## src/hdl/pfdm_pkg.sv

```systemverilog
`timescale 1ns / 1ps

package pfdm_pkg;

	localparam int CAPTURE_BITS  = 16;
	localparam int TIME_BITS     = 32;
	localparam int OVF_BITS      = TIME_BITS - CAPTURE_BITS;
	localparam int RATE_BITS     = 24;
	localparam int FREQ_LIM_BITS = 20;
	localparam int TIMEOUT_BITS  = 16;
	localparam int PCT_BITS      = 7;
	localparam int PROD_BITS     = TIME_BITS + PCT_BITS;
	localparam int STEP_BITS     = $clog2(RATE_BITS + 1);
	localparam int OP_BITS       = 2;
	localparam int CFG_BITS      = 2;

	localparam logic [PCT_BITS-1:0] PCT_FULL = 7'd100;

	localparam logic [OP_BITS-1:0] OP_EDGE = 2'd0;
	localparam logic [OP_BITS-1:0] OP_OVF  = 2'd1;
	localparam logic [OP_BITS-1:0] OP_TICK = 2'd2;

	localparam logic [CFG_BITS-1:0] CFG_RATE     = 2'd0;
	localparam logic [CFG_BITS-1:0] CFG_FREQ_MIN = 2'd1;
	localparam logic [CFG_BITS-1:0] CFG_FREQ_MAX = 2'd2;
	localparam logic [CFG_BITS-1:0] CFG_TIMEOUT  = 2'd3;

	localparam logic [RATE_BITS-1:0]     RATE_RST     = 24'd1000000;
	localparam logic [FREQ_LIM_BITS-1:0] FREQ_MIN_RST = 20'd100;
	localparam logic [FREQ_LIM_BITS-1:0] FREQ_MAX_RST = 20'd10000;
	localparam logic [TIMEOUT_BITS-1:0]  TIMEOUT_RST  = 16'd1000;

	typedef struct packed {
		logic [OP_BITS-1:0]      op;
		logic [CAPTURE_BITS-1:0] capture_count;
	} evt_t;

	typedef struct packed {
		logic [RATE_BITS-1:0] freq_hz;
		logic [PCT_BITS-1:0]  duty_pct;
		logic                 has_signal;
		logic                 arm_falling;
	} res_t;

	typedef enum logic [2:0] {
		ST_IDLE,
		ST_EXEC,
		ST_FREQ,
		ST_MUL,
		ST_DUTY_GO,
		ST_DUTY,
		ST_POST
	} ctrl_state_t;

	typedef struct packed {
		logic load;
		logic exec;
		logic div_start;
		logic div_duty;
		logic latch_f;
		logic mul;
		logic set_zero;
		logic set_sat;
		logic set_div;
		logic post;
	} ctrl_cmd_t;

	typedef struct packed {
		logic measure;
		logic div_done;
		logic in_range;
		logic sat;
		logic out_free;
	} dp_stat_t;

endpackage

```

## src/hdl/pfdm_div.sv

```systemverilog
`timescale 1ns / 1ps

module pfdm_div (
	input  logic                           clk,
	input  logic                           arst_n,
	input  logic                           start,
	input  logic [pfdm_pkg::STEP_BITS-1:0] steps,
	input  logic [pfdm_pkg::TIME_BITS-1:0] rem_init,
	input  logic [pfdm_pkg::RATE_BITS-1:0] dvd_init,
	input  logic [pfdm_pkg::TIME_BITS-1:0] divisor,
	output logic                           done,
	output logic [pfdm_pkg::RATE_BITS-1:0] quot
);
	import pfdm_pkg::*;

	logic                 busy_q;
	logic [STEP_BITS-1:0] cnt_q;
	logic [TIME_BITS-1:0] rem_q;
	logic [RATE_BITS-1:0] dvd_q;
	logic [TIME_BITS-1:0] dsr_q;
	logic [RATE_BITS-1:0] quot_q;

	logic [TIME_BITS:0] rem_sh;
	logic [TIME_BITS:0] diff;
	logic               ge;
	logic               step;

	assign rem_sh = {rem_q, dvd_q[RATE_BITS-1]};
	assign ge     = rem_sh >= {1'b0, dsr_q};
	assign diff   = rem_sh - {1'b0, dsr_q};
	assign step   = busy_q && (cnt_q != '0);
	assign done   = busy_q && (cnt_q == '0);
	assign quot   = quot_q;

	always_ff @(posedge clk or negedge arst_n) begin
		if (!arst_n) begin
			busy_q <= 1'b0;
			cnt_q  <= '0;
		end else if (start) begin
			busy_q <= 1'b1;
			cnt_q  <= steps;
		end else if (step) begin
			cnt_q <= cnt_q - 1'b1;
		end else if (done) begin
			busy_q <= 1'b0;
		end
	end

	// one quotient bit per cycle, restoring
	always_ff @(posedge clk) begin
		if (start) begin
			rem_q  <= rem_init;
			dvd_q  <= dvd_init;
			dsr_q  <= divisor;
			quot_q <= '0;
		end else if (step) begin
			rem_q  <= ge ? diff[TIME_BITS-1:0] : rem_sh[TIME_BITS-1:0];
			dvd_q  <= {dvd_q[RATE_BITS-2:0], 1'b0};
			quot_q <= {quot_q[RATE_BITS-2:0], ge};
		end
	end

endmodule

```

## src/hdl/pfdm_dp.sv

```systemverilog
`timescale 1ns / 1ps

module pfdm_dp (
	input  logic                           clk,
	input  logic                           arst_n,
	input  pfdm_pkg::evt_t                 evt,
	input  logic                           cfg_valid,
	input  logic [pfdm_pkg::CFG_BITS-1:0]  cfg_index,
	input  logic [pfdm_pkg::RATE_BITS-1:0] cfg_data,
	input  pfdm_pkg::ctrl_cmd_t            cmd,
	output pfdm_pkg::dp_stat_t             stat,
	output pfdm_pkg::res_t                 res,
	output logic                           res_valid,
	input  logic                           res_stall
);
	import pfdm_pkg::*;

	logic [RATE_BITS-1:0]     rate_q;
	logic [FREQ_LIM_BITS-1:0] fmin_q;
	logic [FREQ_LIM_BITS-1:0] fmax_q;
	logic [TIMEOUT_BITS-1:0]  timeout_q;

	logic                    phase_q;
	logic [OVF_BITS-1:0]     ovf_q;
	logic [TIME_BITS-1:0]    prev_rise_q;
	logic                    prev_valid_q;
	logic [TIME_BITS-1:0]    cur_rise_q;
	logic [TIME_BITS-1:0]    high_q;
	logic [RATE_BITS-1:0]    freq_q;
	logic [PCT_BITS-1:0]     duty_q;
	logic                    signal_q;
	logic [TIMEOUT_BITS-1:0] idle_q;

	evt_t                 evt_q;
	logic [TIME_BITS-1:0] period_q;
	logic [RATE_BITS-1:0] f_q;
	logic [PROD_BITS-1:0] prod_q;
	res_t                 res_q;
	logic                 res_valid_q;

	logic [TIME_BITS-1:0]    ts;
	logic [TIME_BITS-1:0]    period;
	logic [TIMEOUT_BITS-1:0] idle_n;
	logic                    is_edge;

	logic                 div_done;
	logic [RATE_BITS-1:0] div_quot;
	logic [STEP_BITS-1:0] div_steps;
	logic [TIME_BITS-1:0] div_rem;
	logic [RATE_BITS-1:0] div_dvd;
	logic [TIME_BITS-1:0] div_dsr;

	assign ts      = {ovf_q, evt_q.capture_count};
	assign period  = ts - prev_rise_q;
	assign idle_n  = idle_q + 1'b1;
	assign is_edge = evt_q.op == OP_EDGE;

	assign stat.measure  = is_edge && !phase_q && prev_valid_q && (period != '0);
	assign stat.div_done = div_done;
	assign stat.in_range = (f_q >= {{(RATE_BITS-FREQ_LIM_BITS){1'b0}}, fmin_q})
		&& (f_q <= {{(RATE_BITS-FREQ_LIM_BITS){1'b0}}, fmax_q});
	assign stat.sat      = high_q >= period_q;
	assign stat.out_free = !res_valid_q || !res_stall;

	always_comb begin
		if (cmd.div_duty) begin
			div_steps = STEP_BITS'(PCT_BITS);
			div_rem   = prod_q[PROD_BITS-1:PCT_BITS];
			div_dvd   = {prod_q[PCT_BITS-1:0], {(RATE_BITS-PCT_BITS){1'b0}}};
			div_dsr   = period_q;
		end else begin
			div_steps = STEP_BITS'(RATE_BITS);
			div_rem   = '0;
			div_dvd   = rate_q;
			div_dsr   = period;
		end
	end

	pfdm_div u_div (
		.clk      (clk),
		.arst_n   (arst_n),
		.start    (cmd.div_start),
		.steps    (div_steps),
		.rem_init (div_rem),
		.dvd_init (div_dvd),
		.divisor  (div_dsr),
		.done     (div_done),
		.quot     (div_quot)
	);

	always_ff @(posedge clk or negedge arst_n) begin
		if (!arst_n) begin
			rate_q    <= RATE_RST;
			fmin_q    <= FREQ_MIN_RST;
			fmax_q    <= FREQ_MAX_RST;
			timeout_q <= TIMEOUT_RST;
		end else if (cfg_valid) begin
			unique case (cfg_index)
				CFG_RATE:     rate_q    <= cfg_data;
				CFG_FREQ_MIN: fmin_q    <= cfg_data[FREQ_LIM_BITS-1:0];
				CFG_FREQ_MAX: fmax_q    <= cfg_data[FREQ_LIM_BITS-1:0];
				CFG_TIMEOUT:  timeout_q <= cfg_data[TIMEOUT_BITS-1:0];
				default: ;
			endcase
		end
	end

	always_ff @(posedge clk or negedge arst_n) begin
		if (!arst_n) begin
			phase_q      <= 1'b0;
			ovf_q        <= '0;
			prev_rise_q  <= '0;
			prev_valid_q <= 1'b0;
			cur_rise_q   <= '0;
			high_q       <= '0;
			freq_q       <= '0;
			duty_q       <= '0;
			signal_q     <= 1'b0;
			idle_q       <= '0;
		end else begin
			if (cmd.exec) begin
				case (evt_q.op)
					OP_EDGE: begin
						if (phase_q) begin
							high_q       <= ts - cur_rise_q;
							phase_q      <= 1'b0;
							prev_rise_q  <= cur_rise_q;
							prev_valid_q <= 1'b1;
						end else begin
							cur_rise_q <= ts;
							phase_q    <= 1'b1;
							if (prev_valid_q) begin
								signal_q <= 1'b1;
								idle_q   <= '0;
							end
						end
					end
					OP_OVF: ovf_q <= ovf_q + 1'b1;
					OP_TICK: begin
						if (signal_q) begin
							if (idle_n >= timeout_q) begin
								freq_q       <= '0;
								duty_q       <= '0;
								signal_q     <= 1'b0;
								idle_q       <= '0;
								prev_valid_q <= 1'b0;
								phase_q      <= 1'b0;
							end else begin
								idle_q <= idle_n;
							end
						end
					end
					default: ;
				endcase
			end
			if (cmd.set_zero) begin
				freq_q <= '0;
				duty_q <= '0;
			end
			if (cmd.set_sat) begin
				freq_q <= f_q;
				duty_q <= PCT_FULL;
			end
			if (cmd.set_div) begin
				freq_q <= f_q;
				duty_q <= div_quot[PCT_BITS-1:0];
			end
		end
	end

	always_ff @(posedge clk) begin
		if (cmd.load) begin
			evt_q <= evt;
		end
		if (cmd.exec) begin
			period_q <= period;
		end
		if (cmd.latch_f) begin
			f_q <= div_quot;
		end
		if (cmd.mul) begin
			prod_q <= PROD_BITS'(high_q) * PROD_BITS'(PCT_FULL);
		end
		if (cmd.post) begin
			res_q.freq_hz     <= freq_q;
			res_q.duty_pct    <= duty_q;
			res_q.has_signal  <= signal_q;
			res_q.arm_falling <= phase_q;
		end
	end

	always_ff @(posedge clk or negedge arst_n) begin
		if (!arst_n) begin
			res_valid_q <= 1'b0;
		end else if (cmd.post) begin
			res_valid_q <= 1'b1;
		end else if (!res_stall) begin
			res_valid_q <= 1'b0;
		end
	end

	assign res       = res_q;
	assign res_valid = res_valid_q;

endmodule

```

## src/hdl/pfdm_ctrl.sv

```systemverilog
`timescale 1ns / 1ps

module pfdm_ctrl (
	input  logic                clk,
	input  logic                arst_n,
	input  logic                evt_valid,
	output logic                evt_stall,
	input  pfdm_pkg::dp_stat_t  stat,
	output pfdm_pkg::ctrl_cmd_t cmd
);
	import pfdm_pkg::*;

	ctrl_state_t state_q;
	ctrl_state_t state_n;

	always_ff @(posedge clk or negedge arst_n) begin
		if (!arst_n) begin
			state_q <= ST_IDLE;
		end else begin
			state_q <= state_n;
		end
	end

	always_comb begin
		state_n   = state_q;
		cmd       = '0;
		evt_stall = 1'b1;
		unique case (state_q)
			ST_IDLE: begin
				evt_stall = 1'b0;
				if (evt_valid) begin
					cmd.load = 1'b1;
					state_n  = ST_EXEC;
				end
			end
			ST_EXEC: begin
				cmd.exec = 1'b1;
				if (stat.measure) begin
					cmd.div_start = 1'b1;
					state_n       = ST_FREQ;
				end else begin
					state_n = ST_POST;
				end
			end
			ST_FREQ: begin
				if (stat.div_done) begin
					cmd.latch_f = 1'b1;
					state_n     = ST_MUL;
				end
			end
			ST_MUL: begin
				cmd.mul = 1'b1;
				if (!stat.in_range) begin
					cmd.set_zero = 1'b1;
					state_n      = ST_POST;
				end else if (stat.sat) begin
					cmd.set_sat = 1'b1;
					state_n     = ST_POST;
				end else begin
					state_n = ST_DUTY_GO;
				end
			end
			ST_DUTY_GO: begin
				cmd.div_start = 1'b1;
				cmd.div_duty  = 1'b1;
				state_n       = ST_DUTY;
			end
			ST_DUTY: begin
				if (stat.div_done) begin
					cmd.set_div = 1'b1;
					state_n     = ST_POST;
				end
			end
			ST_POST: begin
				if (stat.out_free) begin
					cmd.post = 1'b1;
					state_n  = ST_IDLE;
				end
			end
			default: state_n = ST_IDLE;
		endcase
	end

endmodule

```

## src/hdl/pulse_frequency_duty_meter.sv

```systemverilog
`timescale 1ns / 1ps
// overflow, tick and non-measuring edges: load in idle, exec, then post to the result register
// a rising edge that closes a nonzero period also runs the divider: one shared restoring
// divider gives one quotient bit a cycle, 24 quotient bits for frequency and 7 for duty
// one item at a time; the next item is taken while the last result waits
// reset: all measurement state cleared, registers back to defaults, no clearing pass

module pulse_frequency_duty_meter (
	input  logic                           clk,
	input  logic                           arst_n,
	input  logic                           evt_valid,
	output logic                           evt_stall,
	input  pfdm_pkg::evt_t                 evt,
	output logic                           res_valid,
	input  logic                           res_stall,
	output pfdm_pkg::res_t                 res,
	input  logic                           cfg_valid,
	output logic                           cfg_ready,
	input  logic [pfdm_pkg::CFG_BITS-1:0]  cfg_index,
	input  logic [pfdm_pkg::RATE_BITS-1:0] cfg_data
);
	import pfdm_pkg::*;

	ctrl_cmd_t cmd;
	dp_stat_t  stat;

	assign cfg_ready = 1'b1;

	pfdm_ctrl u_ctrl (
		.clk       (clk),
		.arst_n    (arst_n),
		.evt_valid (evt_valid),
		.evt_stall (evt_stall),
		.stat      (stat),
		.cmd       (cmd)
	);

	pfdm_dp u_dp (
		.clk       (clk),
		.arst_n    (arst_n),
		.evt       (evt),
		.cfg_valid (cfg_valid),
		.cfg_index (cfg_index),
		.cfg_data  (cfg_data),
		.cmd       (cmd),
		.stat      (stat),
		.res       (res),
		.res_valid (res_valid),
		.res_stall (res_stall)
	);

endmodule

```

## config.mk

```make
export PLATFORM = sky130hd
export DESIGN_NAME = pulse_frequency_duty_meter
export DESIGN_NICKNAME = d
export VERILOG_FILES = /design/src/hdl/pfdm_pkg.sv /design/src/hdl/pfdm_div.sv /design/src/hdl/pfdm_dp.sv /design/src/hdl/pfdm_ctrl.sv /design/src/hdl/pulse_frequency_duty_meter.sv
export SDC_FILE = /design/constraint.sdc
export NUM_CORES = 1
export LEC_CHECK = 0
export BUFFER_PORTS_ARGS = -buffer_cell sky130_fd_sc_hd__buf_4
export CAP_MARGIN = 20
export CORE_MARGIN = 4
export CORE_UTILIZATION = 50
export DETAILED_ROUTE_END_ITERATION = 12
export PLACE_DENSITY = 0.66
export SYNTH_ARGS = -nofsm -noshare
export SYNTH_HDL_FRONTEND = slang
export SYNTH_SLANG_ARGS = --single-unit
```

## constraint.sdc

```tcl
create_clock -name clk -period 5.3 [get_ports clk]
set_input_delay 0.795 -clock clk [delete_from_list [all_inputs] [get_ports clk]]
set_output_delay 0.795 -clock clk [all_outputs]
set_load 0.02 [all_outputs]
```

# Word-level counts from Yosys, hierarchy flattened
# Index checks and enable logic that the tools add are counted.
# W data, S select, Z words.
[word_totals]
ff_bits = 508
input_bits = 49
output_inout_bits = 36
elab_cells = 173
[op_classes]
add_sub_neg = 6
multipliers = 1
order_cmp = 5
n_eq_ne = 22
n_mux = 70
bitwise_logic = 1
reduce_logical = 37
[op_table]
columns = ["operator", "n"]
rows = [
  ["$mux W24", 10],
  ["$mux W32", 5],
  ["$sub A32 B32 Y32", 3],
  ["$mux W16", 4],
  ["$mux W7", 7],
  ["$mul A32 B5 Y37 const B", 1],
  ["$ge A33 B32 Y1", 1],
  ["$add A16 B1 Y16 const B", 2],
  ["$ge A32 B32 Y1", 1],
  ["$pmux W16 S2", 1],
  ["$reduce_bool A32 Y1", 1],
  ["$mux W1", 27],
  ["$ge A24 B20 Y1", 1],
  ["$le A24 B20 Y1", 1],
  ["$pmux W3 S7", 1],
  ["$mux W3", 6],
  ["$ge A16 B16 Y1", 1],
  ["$reduce_and A4 Y1", 4],
  ["$reduce_bool A4 Y1", 4],
  ["$mux W5", 3],
  ["$ne A2 B1 Y1 const B", 7],
  ["$reduce_and A2 Y1", 6],
  ["$reduce_and A5 Y1", 2],
  ["$eq A3 B3 Y1 const B", 3],
  ["18 further kinds", 40],
]

# Logic depth before layout (Yosys ltp)
# Gate-level depths: netlist (run 1).
[depth]
ltp_word = 9
depth_mapped = 18
depth_no_buf = 17

# Modules after synthesis
# From an unflattened synthesis (run 1), not the netlist that was laid out.
[unflattened]
cells_unflattened = 3011
hier_area_um2 = 30419.2
[modules_own_cells]
columns = ["mod", "instances", "cells_per_inst", "area_each_um2", "seq_area_each_um2"]
rows = [
  ["pfdm_dp", 1, 2295, 23393.7, 10431.3],
  ["pfdm_div", 1, 678, 6741.5, 3273.1],
  ["pfdm_ctrl", 1, 36, 272.8, 75.1],
  ["pulse_frequency_duty_meter", 1, 2, 11.3, 0.0],
]

# Worst setup path after synthesis (run 1)
# OpenSTA, ideal clock, no wires.
[synth_path]
path_type = "register to register"
startpoint = "register u_dp.evt_q[0] (netlist bit)"
endpoint = "register u_dp.u_div.dvd_q[0], enable pin"
setup_ns = 0.636
t_arrival_ns = 4.136
required_time_ns = 4.664
path_slack_ns = 0.528
path_stages_with_launch = 15
n_path_buf = 0
period_less_slack_ns = 4.772
path_cell_list = "edfxtp_1 > inv_1 > ha_1 > fa_1 > nor2b_1 > o2111ai_1 > and4_1 > nor3_1 > nand4_1 > nor4_1 > nand4_1 > nor4_1 > nand4b_1 > a21oi_1 > nand2_1"
[synth_between]
elab_chain_cells = 6
[synth_lines]
columns = ["item", "line_no", "rtl"]
rows = [
  ["start, declared", "pfdm_dp.sv:34", "evt_t evt_q;"],
  ["start signal, assigned", "pfdm_dp.sv:173", "evt_q <= evt;"],
  ["$sub A32 B32 Y32", "pfdm_dp.sv:54", "assign period = ts - prev_rise_q;"],
  ["$reduce_bool A32 Y1", "pfdm_dp.sv:58", "assign stat.measure = is_edge && !phase_q && prev_valid_q && (period != '0);"],
  ["$logic_and A1 B1 Y1", "pfdm_dp.sv:58", ""],
  ["$mux W1", "pfdm_ctrl.sv:38", "if (stat.measure) begin"],
  ["$pmux W1 S2", "pfdm_ctrl.sv:28", "unique case (state_q)"],
  ["$reduce_bool A2 Y1 (no line)", "-", ""],
  ["end signal, assigned", "pfdm_div.sv:53", "dvd_q <= dvd_init;"],
  ["end signal, assigned", "pfdm_div.sv:58", "dvd_q <= {dvd_q[RATE_BITS-2:0], 1'b0};"],
  ["end, declared", "pfdm_div.sv:19", "logic [RATE_BITS-1:0] dvd_q;"],
]
# Every way passes these cells.
# A chain may end at the register's enable or synchronous reset.

# Worst setup path after layout (run 1)
[layout_path]
startpoint = "register u_dp.evt_q[0] (netlist bit)"
endpoint = "register u_dp.u_div.rem_q[19], data pin"
[layout_between]
elab_chain_cells = 6
[layout_lines]
columns = ["item", "line_no", "rtl"]
rows = [
  ["$sub A32 B32 Y32", "pfdm_dp.sv:54", ""],
  ["$reduce_bool A32 Y1", "pfdm_dp.sv:58", ""],
  ["$logic_and A1 B1 Y1", "pfdm_dp.sv:58", ""],
  ["$mux W1", "pfdm_ctrl.sv:38", ""],
  ["$pmux W1 S2", "pfdm_ctrl.sv:28", ""],
  ["$mux W32", "pfdm_div.sv:51", "if (start) begin"],
  ["end signal, assigned", "pfdm_div.sv:52", "rem_q <= rem_init;"],
  ["end signal, assigned", "pfdm_div.sv:57", "rem_q <= ge ? diff[TIME_BITS-1:0] : rem_sh[TIME_BITS-1:0];"],
  ["end, declared", "pfdm_div.sv:18", "logic [TIME_BITS-1:0] rem_q;"],
]
# Every way passes these cells.

==> impl_metrics.yaml, run 1 <==
clocking:
  cts.path.max_buffers: 3
  htreeDepth: 2
  clk_pin_slew_ns: 0.06
  cts-root-buf: "clkbuf_16"
  clk_latency_ns: 0.64
  cts.sink_count: 508
  cts_tree: "built"
  numCtsBuffers: 55
layout:
  layout_commonest_cell: "inv_1"
  antenna_cells: 0
  layout.nets: 3373
  drive_above_1_share: 0.1119
  mostFrequentLayoutCells: "375 x inv_1, 286 x ha_1, 257 x nand2_1, 232 x edfxtp_1, 231 x dfrtp_1"
  nFillCells: 4986
  design_area_um2: 33380
  syn_to_final_growth_pct: 11.77
critical_path:
  end_kind: "flop"
  cpPeakStageDelay_ns: 0.55
  crit_chain: "inv_1 > ha_1 > fa_1 > nor2b_1 > o2111ai_1 > and4_1 > nor3_1 > nand4_1 > nor4_1 > nand4_1 > nor4_1 > nand4b_1 > and2_2 > buf_4 > o31ai_1"
  crit_family: "simple AND/OR/NAND/NOR gates"
  worst_path_max_delay_cell: "and2_2"
  path_max_fanout: 25
  critPathBufInv: 2
  arrival_ns: 5.30
  worstSetupStartpointType: "flop"
  path_class: "reg -> reg"
  crit_required_ns: 5.71
  regToRegSetupSlack_ns: 0.40
synth:
  synth-adder-area-share: 0.1399
  syn_area_per_cell_um2: 10.20
  synth_compound_area_frac: 0.1502
  synthXorXnorAreaFrac: 0.03959
  syn-cell-area_um2: 29870
  syn_nets: 3292
  synth_flop_cell: "edfxtp_1"
  post_synth_num_cell_types: 76
  synth_cells: 2927
  yosysWarnings: 0
  synth-seq-cells: 508
  synth_top_family_by_area: "compound AO/OA/AOI/OAI gates"
  synth-simple-area-share: 0.1074
  synth_edf_count: 232
  synth_mux_area_frac: 0.04172
  seq_area_frac_synth: 0.4613
  async_flop_share: 0.4961
sta:
  timing.final.hold_violations: 0
  slew_headroom: 0.3559
  rsz0062_at_grt: "no"
  drv_slew: 0
  fin_crit_ns: 4.895
  clock.fmax_mhz: 204.3
  period_share: 0.9236
  fin_skew_ns: 0.05787
  worstMarginPinSlew_ns: 0.9588
  tns_ns: 0
  setup_viol_count_final: 0
routing:
  routed_via_density: 5.583
  routed_wl_um: 69070
  drcViolationCount: 0
  drtAntennaViolNets: 0
  wl_per_cell_um: 18.04
  vias: 21370
  drtPass1Iterations: 5
  dr.first_iter.drc_count: 1280
floorplan:
  ios: 85
  dieArea_um2: 63710
  core-area_um2: 59130
  rows: 89
  die_x_um: 252.4
  die_y_um: 252.4
  initial_core_util: 0.5051
status:
  status: "finished clean"
power:
  peakVddDrop_uv: 365.6
  power.total_uw: 20560
  powerDensity_nw_per_um2: 615.9
  p_leak_uw: 0.01529
placement:
  gp_congestion: 0.8924
  dp_hpwl_um: 52260
  placed_area_um2: 31420
  numPortBuffers: 83
worst_hold_path:
  hold_class: "in -> async"
global_route:
  grt_pass1_vias: 21660
  grt.overflow.total: 0
  grt_pass1_wl_um: 112600
  antenna_found_initial: 0
  grt_usage: 0.2164
  grt_max_degree: 126
flow_run:
  cap_viol_max_count: 0
## worst register-to-register path, stage by stage (launching register included)
cell and delay [ns]:
edfxtp_1 0.32, inv_1 0.07, ha_1 0.23, fa_1 0.42, nor2b_1 0.26, o2111ai_1 0.25, and4_1 0.27, nor3_1 0.33
nand4_1 0.18, nor4_1 0.39, nand4_1 0.15, nor4_1 0.30, nand4b_1 0.42, and2_2 0.56, buf_4 0.25, o31ai_1 0.26
## cells by family after synthesis
family,after synthesis
AOI/OAI and AO/OA,698
adders and majority gates,316
xor gates and xnor gates,135
muxes,114
and+or+nand+nor,687
buffers and inverters,468
DFF,508
other,1
## cell type report
cell class	count	area, um2	share of cell area
Clock inverter	25	365.4	0.01094
Clock buffer	79	1538	0.04606
Inverter	375	1408	0.04216
Sequential cell	508	13780	0.4128
Timing Repair Buffer	117	947.2	0.02837
Tap cell	773	967.2	0.02897
Multi-Input combinational cell	1951	14380	0.4307
## state kept, by name (all words and copies together), names as in the netlist, 32 cells and up
name,count
u_dp.high_q,32
u_dp.u_div.dsr_q,32
u_dp.prev_rise_q,32
u_dp.period_q,32
u_dp.res,33
u_dp.prod_q,37
u_dp.u_div.rem_q,32
u_dp.cur_rise_q,32
## path summary, 6_finish.rpt
kind,start,to,cells after the start
min in group clk,evt[10],u_dp.evt_q[10]$_DFFE_PP_,1
worst max register to register,u_dp.evt_q[0]$_DFFE_PP_,u_dp.u_div.rem_q[19]$_DFFE_PP_,15
max in group asynchronous,arst_n,u_dp.high_q[24]$_DFFE_PN0P_,2
worst max-delay path,u_dp.evt_q[0]$_DFFE_PP_,u_dp.u_div.rem_q[19]$_DFFE_PP_,15
worst min-delay path,arst_n,u_dp.fmax_q[11]$_DFFE_PN0P_,1
worst min register to register,u_dp.u_div.quot[23]$_SDFFE_PN0P_,u_dp.f_q[23]$_DFFE_PP_,0
## layer usage
layer  vias up  GRT usage  share of wire  wire length (um)
li1      10510          -              -                 -
met1     10360     0.2976           0.47             32280
met2       394     0.3650           0.47             32340
met3       105    0.03108          0.041              2827
met4         0    0.05341          0.024              1631
met5         -          0              0                 0
## what timing repair did
| item | CTS | global route |
|---|---|---|
| buffers inserted | 0 | 0 |
| hold buffers | 0 | 0 |
| setup endpoints to repair | 0 | 88 |
| resized for setup | 0 | 1 |
## through the flow
step | worst slack, ns | utilization | hold WS (ns) | std cells
2_1_floorplan | 0.5281 | - | 0.4080 | 2927
3_3_place_gp | 0.3997 | 0.5313 | 0.4175 | 3721
3_5_place_dp | 0.1982 | 0.5313 | 0.4225 | 3721
4_1_cts | 0.1584 | 0.5635 | 0.2849 | 3825
5_1_grt | 0.07040 | 0.5646 | 0.3112 | 3828
6_report | 0.4047 | 0.5646 | 0.2798 | 3828
## synthesized netlist by cell type, types with 10 or more instances
cell,n,area [um2]
nand2b_1,19,118.9
xnor2_1,82,718.2
nor2_1,134,503.0
a21o_1,72,540.5
inv_1,375,1408
xor2_1,53,464.2
a211oi_1,19,142.6
o21ai_0,216,1081
dfrtp_1,231,5781
nor2b_1,18,112.6
dfxtp_1,24,480.5
a21oi_1,160,800.8
nand2_1,259,972.2
a32o_1,13,130.1
o31ai_1,38,285.3
clkbuf_1,82,307.8
nor3_1,64,320.3
and3_1,21,131.4
nand4_1,28,175.2
mux2_2,84,945.9
a22o_1,30,262.8
fa_1,30,600.6
ha_1,286,3578
edfxtp_1,232,6967
o21bai_1,21,157.7
or3_1,11,68.82
o21a_1,24,180.2
and2_1,11,68.82
nand3_1,70,350.3
a31oi_1,15,93.84
mux2i_1,30,300.3
nor4_1,12,75.07
o211ai_1,10,75.07
dfstp_2,21,551.8
## power breakdown
group | total, uW | internal [uW] | switching (uW)
logic | 10000 | 3900 | 6120
clock network | 3980 | 2370 | 1610
registers | 6560 | 5860 | 695
Note: power is estimated with default switching activity, not from simulation.
==> run 2, diff against run 1 <==
--- a/config.mk
+++ b/config.mk
@@ -13,4 +13,5 @@
 export PLACE_DENSITY = 0.66
 export SYNTH_ARGS = -nofsm -noshare
 export SYNTH_HDL_FRONTEND = slang
+export SYNTH_HIERARCHICAL = 1
 export SYNTH_SLANG_ARGS = --single-unit
==> run 2 against run 1 <==
Compared with the run above:
- flip-flop and latch count is the same
- setup slack gained 0.12 ns
- final area grew 1.3%
- sequential share of layout area shrank 0.51 points
- clock power shrank 3%
- wire length grew 0.10%
- largest power group unchanged
- clock skew shrank 0.011 ns
- area after synthesis grew 1.8%
==> impl_metrics.yaml, run 2 <==
status:
  status: "finished clean"
sta:
  slew_headroom: 0.2759
  rsz0062_at_grt: "no"
  hold_ws_ns: 0.2078
  clock.fmax_mhz: 209.3
  timing.final.hold_violations: 0
  period_share: 0.9016
  fin_crit_ns: 4.779
  drv_slew: 0
  setup_viol_count_final: 0
  tns_ns: 0
  fin_skew_ns: 0.04649
  worstMarginPinSlew_ns: 1.084
critical_path:
  path_max_fanout: 115
  worstSetupStartpointType: "flop"
  r2r_start: "u_dp/ovf_q[1]$_DFFE_PN0P_"
  regToRegSetupSlack_ns: 0.52
  arrival_ns: 5.11
  end_kind: "flop"
  path_class: "reg -> reg"
  r2r_cells: 17
  crit_required_ns: 5.63
  r2r_end: "u_dp/u_div/rem_q[30]$_DFFE_PP_"
synth:
  synth.area.top_cells: "edfxtp_1 23%, dfrtp_1 19%, ha_1 12%"
  synth_commonest_cells: "357 x nand2_1, 341 x inv_1, 286 x ha_1"
  async_flop_share: 0.4961
  yosysWarnings: 6
  syn_area_per_cell_um2: 10.10
  seq_area_frac_synth: 0.4530
  yosysTopAreaCell: "edfxtp_1"
  syn-cell-area_um2: 30420
  syn_nets: 3376
  synth_flop_cell: "edfxtp_1"
  post_synth_num_cell_types: 93
  synth-seq-cells: 508
  synth_most_common_cell: "nand2_1"
  synth_edf_count: 232
  synth_top_area_share: 0.2290
  synth_cells: 3011
placement:
  dp_hpwl_um: 51300
  numPortBuffers: 83
  gp_congestion: 0.8967
floorplan:
  core-area_um2: 60250
  die_x_um: 254.7
  dieArea_um2: 64850
  initial_core_util: 0.5049
  rows: 90
  ios: 85
  die_y_um: 254.7
clocking:
  cts.sink_count: 508
  clk_pin_slew_ns: 0.06
  cts-root-buf: "clkbuf_16"
  htreeDepth: 2
  clk_latency_ns: 0.64
  numCtsBuffers: 56
  cts_tree: "built"
  cts.path.max_buffers: 3
  post-cts-setup-buffer-count: 0
layout:
  layout_commonest_cell: "nand2_1"
  layout.nets: 3439
  largest_reg_flops: 37
  drive_above_1_share: 0.1272
  mostFrequentLayoutCells: "355 x nand2_1, 341 x inv_1, 286 x ha_1, 232 x edfxtp_1, 231 x dfrtp_1"
  regMostFlops: "u_dp/prod_q"
  syn_to_final_growth_pct: 11.13
routing:
  dr.first_iter.drc_count: 1244
  wl_met3_um: 2701
  wl_met2_um: 32370
  routed_via_density: 5.523
  wl_per_cell_um: 17.71
  met1Wirelength_um: 32490
  drtAntennaViolNets: 0
  drcViolationCount: 0
  vias: 21570
  routed_wl_um: 69140
  drtPass1Iterations: 7
  top_layer_used: "met4"
power:
  p_int_uw: 12680
  clockPowerShare: 0.178
  netSwitchingFraction: 0.4164
  p_leak_uw: 0.01533
  p_sw_uw: 9042
  pwr-share-seq: 0.299
  combinationalPowerShare: 0.523
  powerDensity_nw_per_um2: 642.4
  peakVddDrop_uv: 340.5
worst_hold_path:
  hold_class: "in -> async"
global_route:
  antenna_found_initial: 1
  grt.overflow.total: 0
  grt_usage: 0.2152
  grt_pass1_vias: 21740
  grt_max_degree: 116
  grt_pass1_wl_um: 113400
flow_run:
  cap_viol_max_count: 0
## run 2: cell type report
| class | count | area [um2] |
|---|---|---|
| fill | 5182 | 26440 |
| multi-input combinational | 2056 | 14980 |
| sequential | 508 | 13780 |
| clock buffer | 75 | 1513 |
| inverter | 342 | 1284 |
| tap | 782 | 978.4 |
| timing repair buffer | 110 | 923.4 |
| clock inverter | 31 | 341.6 |
| antenna | 1 | 2.502 |
## run 2: critical path: stages (launching register included)
cell	delay (ns)
dfrtp_1	0.44
ha_1	0.41
a21oi_2	0.30
and2_4	0.23
nor2_2	0.03
o41a_1	0.42
a21oi_4	0.21
xnor2_1	0.15
or4_1	0.53
nor4_1	0.29
nand4_1	0.18
and2_1	0.24
nand3b_1	0.14
a21oi_4	0.08
clkbuf_16	0.33
and2_1	0.26
a31oi_1	0.14
o31ai_1	0.09
## run 2: logic make-up (layout without fill, tap and decap cells)
logic type      Yosys count  count (layout)  share of synthesized area
flops                   508             508                     0.4530
buf+inv                 447             558                    0.05672
other cells               1               2                  0.0001233
simple gates            801             801                     0.1247
fa+ha+maj               316             316                     0.1374
compound gates          665             665                     0.1388
xor+xnor                139             139                    0.04002
mux                     134             134                    0.04924
## run 2: per-layer routing
layer,GRT usage,vias up
met4,0.05549,0
met1,0.3015,10390
li1,-,10640
met5,0,-
met3,0.02794,109
met2,0.3579,430
## run 2: power by group through the flow
| stage | Sequential [uW] | Combinational (uW) | Clock [uW] |
|---|---|---|---|
| after floorplan | 6350 | 8580 | 0 |
| after global placement | 6520 | 10900 | 0 |
| after detailed placement | 6560 | 11200 | 0 |
| after CTS | 6500 | 11300 | 3980 |
| after global routing | 6620 | 12800 | 4140 |
| final | 6490 | 11400 | 3860 |
## run 2: stage by stage
| step | cell area, um2 | cells | setup slack (ns) | power [uW] | util |
|---|---|---|---|---|---|
| 3_5_place_dp | 31860 | 3794 | 0.4040 | 17740 | 0.5288 |
| 3_3_place_gp | 31860 | 3794 | 0.5843 | 17420 | 0.5288 |
| 4_1_cts | 33710 | 3900 | 0.4059 | 21760 | 0.5596 |
| 5_1_grt | 33800 | 3904 | 0.1271 | 23540 | 0.5611 |
| 2_1_floorplan | 30430 | 3011 | 0.2109 | 14930 | - |
| 6_report | 33800 | 3905 | 0.5213 | 21720 | 0.5611 |
## run 2: worst max-delay path by stage
| stage | from | endpoint | slack [ns] | depth (start not counted) |
|---|---|---|---|---|
| floorplan | u_dp/ovf_q[3]$_DFFE_PN0P_ | u_dp/u_div/dvd_q[0]$_SDFFCE_PN0P_ | 0.21 | 18 |
| global placement | u_dp/evt_q[0]$_DFFE_PP_ | u_dp/u_div/rem_q[29]$_DFFE_PP_ | 0.58 | 18 |
| detailed placement | u_dp/evt_q[0]$_DFFE_PP_ | u_dp/u_div/rem_q[22]$_DFFE_PP_ | 0.40 | 18 |
| CTS | u_dp/evt_q[0]$_DFFE_PP_ | u_dp/u_div/rem_q[22]$_DFFE_PP_ | 0.41 | 18 |
| global route | u_dp/evt_q[0]$_DFFE_PP_ | u_dp/u_div/rem_q[27]$_DFFE_PP_ | 0.13 | 18 |
| finish | u_dp/ovf_q[1]$_DFFE_PN0P_ | u_dp/u_div/rem_q[30]$_DFFE_PP_ | 0.52 | 17 |
## run 2: what timing repair did
action                                  CTS  global route
hold buffers                              0             0
endpoints found under the setup margin    0             3
gates resized for setup                   0             3
